## config.mk

```make
export PLATFORM = sky130hd
export DESIGN_NAME = hbm_fill_table
export DESIGN_NICKNAME = d
export VERILOG_FILES = /design/src/design/assert_macros.svh /design/src/design/hbm_pkg.sv /design/src/design/hbm_fill_table.sv
export SDC_FILE = /design/constraint.sdc
export NUM_CORES = 2
export LEC_CHECK = 0
export BUFFER_PORTS_ARGS = -buffer_cell sky130_fd_sc_hd__clkbuf_2
export CAP_MARGIN = 10
export CORE_MARGIN = 2
export CORE_UTILIZATION = 54
export CTS_CLUSTER_SIZE = 20
export DETAILED_ROUTE_END_ITERATION = 8
export HOLD_SLACK_MARGIN = 0.1
export PLACE_DENSITY = 0.7
export SYNTH_ARGS = -nofsm -noshare
export SYNTH_HDL_FRONTEND = slang
export SYNTH_SLANG_ARGS = --single-unit
```

## constraint.sdc

```tcl
create_clock -name clk -period 2.9 [get_ports clk]
set_input_delay 0.145 -clock clk [delete_from_list [all_inputs] [get_ports clk]]
set_output_delay 0.145 -clock clk [all_outputs]
set_load 0.02 [all_outputs]
```

## src/design/assert_macros.svh

```systemverilog
// Assertion macros for the design files of the bucketed hash multimap.
`ifndef ASSERT_MACROS_SVH
`define ASSERT_MACROS_SVH
`ifndef SYNTHESIS
// Clocked property check, disabled while reset is asserted.
`define HBM_ASSERT(lbl, clk, rst_n, prop, msg) \
    lbl: assert property (@(posedge clk) disable iff (!rst_n) (prop)) else $error(msg);
// Condition that must never be true at a clock edge outside reset.
`define HBM_NEVER(lbl, clk, rst_n, cond, msg) \
    lbl: assert property (@(posedge clk) disable iff (!rst_n) !(cond)) else $error(msg);
`else
`define HBM_ASSERT(lbl, clk, rst_n, prop, msg)
`define HBM_NEVER(lbl, clk, rst_n, cond, msg)
`endif
`endif

```

## src/design/hbm_pkg.sv

```systemverilog
// Package with sizes, types and operation codes of the bucketed hash multimap.
package hbm_pkg;

    localparam int BUCKET_BITS  = 8;
    localparam int BUCKET_DEPTH = 16;
    localparam int KEY_WIDTH    = 32;
    localparam int DATA_WIDTH   = 32;
    localparam int ENTRY_WIDTH  = KEY_WIDTH + DATA_WIDTH;
    localparam int NUM_BUCKETS  = 1 << BUCKET_BITS;
    localparam int SLOT_W       = (BUCKET_DEPTH > 1) ? $clog2(BUCKET_DEPTH) : 1;
    localparam int FILL_W       = $clog2(BUCKET_DEPTH + 1);
    localparam int ADDR_W       = BUCKET_BITS + SLOT_W;
    localparam int ENTRY_DEPTH  = 1 << ADDR_W;

    typedef logic [BUCKET_BITS-1:0] bucket_t;
    typedef logic [SLOT_W-1:0]      slot_t;
    typedef logic [FILL_W-1:0]      fill_t;
    typedef logic [ADDR_W-1:0]      addr_t;
    typedef logic [KEY_WIDTH-1:0]   key_t;
    typedef logic [DATA_WIDTH-1:0]  data_t;
    typedef logic [ENTRY_WIDTH-1:0] entry_t;

    typedef enum logic [1:0] {
        FUNC_LOOKUP = 2'd0,
        FUNC_INSERT = 2'd1,
        FUNC_CLEAR  = 2'd2
    } func_t;

    // Requests from the sequencer to the fill count table.
    typedef struct packed {
        logic    rd_en;
        bucket_t rd_addr;
        logic    wr_en;
        bucket_t wr_addr;
        fill_t   wr_data;
        logic    clr;
    } fill_req_t;

    // Requests from the sequencer to the entry memory.
    typedef struct packed {
        logic   rd_en;
        addr_t  rd_addr;
        logic   wr_en;
        addr_t  wr_addr;
        entry_t wr_data;
    } ram_req_t;

endpackage

```

## src/design/hbm_fill_table.sv

```systemverilog
// Per-bucket fill counts in a memory, with valid bits so reset and clear act at once.
module hbm_fill_table
(
    input  logic               clk,
    input  logic               rst_n,
    input  hbm_pkg::fill_req_t req,
    output hbm_pkg::fill_t     rd_fill
);

    hbm_pkg::fill_t                  fill_mem [hbm_pkg::NUM_BUCKETS];
    logic [hbm_pkg::NUM_BUCKETS-1:0] valid_reg;
    hbm_pkg::fill_t                  rd_data_reg;
    logic                            rd_valid_reg;

    always_ff @(posedge clk)
    begin
        if (req.wr_en)
        begin
            fill_mem[req.wr_addr] <= req.wr_data;
        end
        if (req.rd_en)
        begin
            rd_data_reg <= fill_mem[req.rd_addr];
        end
    end

    // A bucket whose valid bit is low reads as empty.
    always_ff @(posedge clk or negedge rst_n)
    begin
        if (!rst_n)
        begin
            valid_reg    <= '0;
            rd_valid_reg <= 1'b0;
        end
        else
        begin
            if (req.clr)
            begin
                valid_reg <= '0;
            end
            else if (req.wr_en)
            begin
                valid_reg[req.wr_addr] <= 1'b1;
            end
            if (req.rd_en)
            begin
                rd_valid_reg <= valid_reg[req.rd_addr];
            end
        end
    end

    assign rd_fill = rd_valid_reg ? rd_data_reg : '0;

endmodule

```

# [After elaboration in Yosys (flattened, before gate mapping)]
# Memory sizes are Yosys's and may differ from the RTL's. A register that Yosys moved wholly into a read port is not among the register bits.
# Cells that the tools add are included.
[word_totals] register_bits=257 mem_bits_rw=1280 in_bits=26 out_inout_bits=5 wordCells=18 memories=1
[memory_table] name="fill_mem" words=256 width=5 read_ports=1 rd_ports_with_merged_regs=1 wr=1 line="hbm_fill_table.sv:10" text="hbm_pkg::fill_t fill_mem [hbm_pkg::NUM_BUCKETS];"
[op_classes] order_cmp=3 mux=9 bitwise_logic=1 n_reduce_logical=2
[ops] op="two-way mux 256 bit" count=2
[ops] op="OR 256 bit" count=1
[ops] op="less-than comparator 8 x 9 -> 1 bit (second input constant)" count=2
[ops] op="binary-select mux 1 bit (select 8 bit)" count=1
[ops] op="demux 1 bit (select 8 bit)" count=1
[ops] op="greater-or-equal comparator 8 x 1 -> 1 bit (second input constant)" count=1
[ops] op="two-way mux 5 bit" count=1
[ops] op="two-way mux 1 bit" count=4
[ops] op="nonzero test 2 bit" count=1
[ops] op="logical AND 1 bit" count=1

# [Depth between registers and ports, before layout]
[depth] ltp_word=7 ltp_mapped=12 mapped_depth_nobuf=7

# [Worst setup path before layout]
# No wires, ideal clock.
[synth_path] path_kind="in2reg" from="in req[16] in the netlist's numbering" to="reg rd_data_reg[4] (read register of fill_mem), data pin" setup_time_ns=0.265 arrival_ns=2.158 t_required_ns=2.635 setup_slack_ns=0.476 stages=9 path_buffers=3 cell_sequence="buf_2 clkbuf_1 buf_1 mux4_2 a22oi_1 a21oi_1 nor4_1 o22ai_1 or3_1"
[synth_rtl] item="start: declaration" line="hbm_fill_table.sv:6" text="input hbm_pkg::fill_req_t req,"
[synth_rtl] item="end: declaration" line="hbm_fill_table.sv:12" text="hbm_pkg::fill_t rd_data_reg;"

==> summary.md <==
| Metric | Value |
|---|---|
| Status | complete, no violations |
| Critical path capture point type | register |
| Top-count cell post-synth | edfxtp_1 |
| Min Tclk post-route | 2.84 ns |
| Per-cell routed wire length | 29.5 µm |
| Fin crit share | 98.0% |
| Prevailing post-synth register cell | edfxtp_1 |
| Largest net degree at the start of global routing | roughly 100 |
| Max VDD drop | around 0.73 mV |
| Global route overflow | 0 |
| Sw frac | 21.3% |
| CTS buffer count | 150 |
| Clk root buf | clkbuf_16 |
| Seq/Total Area, Yosys | between 70% and 80% |
| Critical Path Fanout Max | 1 |
| Hpwl dp | 99400 µm |
| #FFs+latches synth | 1542 |
| Slowest stage delay, CP | 0.52 ns |
| Filler cell count | 7643 |
| Unrepaired setup endpoints after global routing | false |
| Setup bufs post-CTS | 0 |
| Max-slew violation count | 0 |
| Die X | 339 µm |
| Max reg flops | 1280 |
| Worst Path Arrival | 3.33 ns |
| Average size of a mapped cell | 18.1 µm² |
| H-tree depth | 4 |
| Post-Synthesis Cells | 3342 |
| Non-filler instance count after layout | 5232 |
| First-pass GRT wire length | about 230000 µm |
| Initial Utilization | between 50% and 60% |
| Synth area leader | edfxtp_1 |
| Crit path buf inv count | 1 |
| Largest cells by area after synthesis | edfxtp_1 (64%), mux4_2 (14%), dfrtp_1 (11%), nor2_1 (4.5%), a22oi_1 (2.0%) |
| Slew HR | 27.8% |
| Clock sink total | 1542 |
| Achievable Freq | roughly 350 MHz |
| Netlist cell types | 41 |
| Worst slew pin tran | between 1 and 1.5 ns |
| Final worst clock skew | 0.0296 ns |
| TritonCTS clock tree | done |
| Clk_lat worst skew | 0.76 ns |
| Final hold violations | 0 |
| Kind of critical path | reg -> reg |
| CP max stage cell | mux4_2 |
| Vias per cell | ~6.4 |
| Switch Pwr | around 10 mW |
| Synthesis Warnings | 0 |
| CTS clk-pin slew, worst paths | 0.06 ns |
| Placed standard-cell area | 64300 µm² |
| Final setup viols | 0 |
| Min-delay worst type | in -> reg |
| Worst slack at placement | -0.762 ns |
| Clock Path Buffers | 3 |
| Row cnt | 122 |
| Via count | between 30k and 40k |
| Die Area | around 110000 µm² |
| Placed Cells | 4935 |
| Number of global-route vias before repair | 34.5k |
| Cell family contributing the most delay on the critical path | simple AND/OR/NAND/NOR gates |
| Mapped Area | 60400 µm² |
| Comb pwr share | 5.3% |
| Final WL | 154000 µm |
| Quantity of I/O buffers inserted on ports | 30 |
| Routability Congestion | just under 0.9 |
| Lkg Pwr | around 23 nW |
| # DRC | 0 |
| Core Util, Final | 62.5% |
| Async set-reset flop share out of synthesis | between 10% and 20% |
| First-pass DRT Iterations | 5 |
| # IOs | 31 |
| Max-cap violations | 0 |
| Layout Nets | 3637 |
| Final setup margin | approximately 0.059 ns |
| Worst path cell trace | mux4_2 -> a22oi_1 -> a21oi_1 -> nor4_4 -> buf_4 -> o22ai_1 -> or3_1 |
| Design area | 69300 µm² |
| Area Growth Syn to Fin | 14.7% |
| Synth top area share | 63.8% |
| Total nets after synthesis | 3368 |
| CP Launch Type | register |
| Share of cells above drive strength 1 | 25.3% |
| Clock Power Share | 42.0% |
| Gr usage total | a little over a quarter |
| Pwr/cell area | 660 nW/µm² |
| Power share of the sequential group | 52.7% |
| Die Y | about 340 µm |
| Core ar. | roughly 110000 µm² |
| EDFF count, synth | 1285 |
| Internal power | between 30 and 40 mW |
| Iter 0 DRT Violations | 4102 |
| Routed Antenna Nets | 0 |
| CP required | 3.38 ns |
| Commonest cells in the netlist | edfxtp_1 (1285), nor2_1 (726), mux4_2 (373) |
| TNS Setup | 0 ns |
| Antenna violations before repair | 12 |
==> kinds of logic after synthesis <==
kind of cell | count (synthesis) | synth area share (%)
AO/OA/AOI/OAI | 316 | 3.69
buffers and inverters | 213 | 1.65
flip-flops | 1542 | 74.5
multiplexers | 405 | 14.4
AND/OR/NAND/NOR | 866 | 5.75
==> cells in the final DEF (no fill, tap or decap), types with 26 or more instances in the layout <==
cell,n
edfxtp_1,1285
nor2_1,724
mux4_2,373
dfrtp_1,257
buf_4,235
a22oi_1,162
clkbuf_16,153
a21oi_1,87
buf_12,49
clkbuf_1,38
nand2_1,33
nand3_1,30
o21ba_2,30
mux2i_1,29
clkinv_2,26
==> area by class of cell <==
cell class / count / area (µm²) / area share, %
Antenna cell: 5 / 12.5 / 0.0181
Clock buffer: 200 / 4100 / 5.91
Clock inverter: 80 / 738 / 1.06
Inverter: 4 / 15.0 / 0.0217
Multi-Input combinational cell: 1587 / 14500 / 20.9
Sequential cell: 1542 / 45000 / 64.9
Tap cell: 1488 / 1860 / 2.69
Timing Repair Buffer: 326 / 3090 / 4.46
==> worst min-delay path: cells and delay by family <==
kind | cells | cell delay (ns)
simple gates | 2 | 0.41
buf+inv | 1 | 0.25
==> path summary, 6_finish.rpt <==
check / slack, ns / to / start / cells after the start
worst max-delay path: 0.06 / rd_data_reg[4] / fill_mem[183][4] / 7
worst min-delay path: 0.18 / rd_data_reg[2] / req[22] / 3
worst max register to register: 0.06 / rd_data_reg[4] / fill_mem[183][4] / 7
worst min register to register: 0.49 / valid_reg[89] / valid_reg[89] / 2
max in group asynchronous: 1.15 / valid_reg[158] / rst_n / 4
min in group asynchronous: 0.50 / valid_reg[173] / rst_n / 3
==> per-layer routing <==
layer | track usage, % | wire, µm
met4 | 9.87 | 5550
met2 | 43.8 | 75700
met1 | 37.0 | 57500
met5 | 0 | 106
met3 | 5.92 | 15300
==> what timing repair did <==
action | CTS | global route
endpoints found under the hold margin | 683 | 11
hold buffers | 11 | 1
pin swaps | 0 | 1
setup endpoints to repair | 2 | 1
gates resized for setup | 3 | 1
==> power groups by stage <==
| stage | combinational [mW] | clock [mW] | sequential (mW) |
|---|---|---|---|
| after global routing | 2.57 | 20.3 | 24.1 |
| final | 2.44 | 19.2 | 24.1 |
| after floorplan | 1.16 | 0 | 24.6 |
| after global placement | 2.36 | 0 | 24.5 |
| after detailed placement | 2.41 | 0 | 24.6 |
| after CTS | 2.44 | 19.4 | 24.1 |
==> per-stage QoR <==
stage / hold WS [ns] / power [mW]
6_report: 0.179 / 45.8
3_5_place_dp: 0.286 / 27.0
3_3_place_gp: 0.285 / 26.9
4_1_cts: 0.100 / 45.9
2_1_floorplan: -0.151 / 25.7
5_1_grt: 0.159 / 46.9
Power figures use the tool's default switching activity.
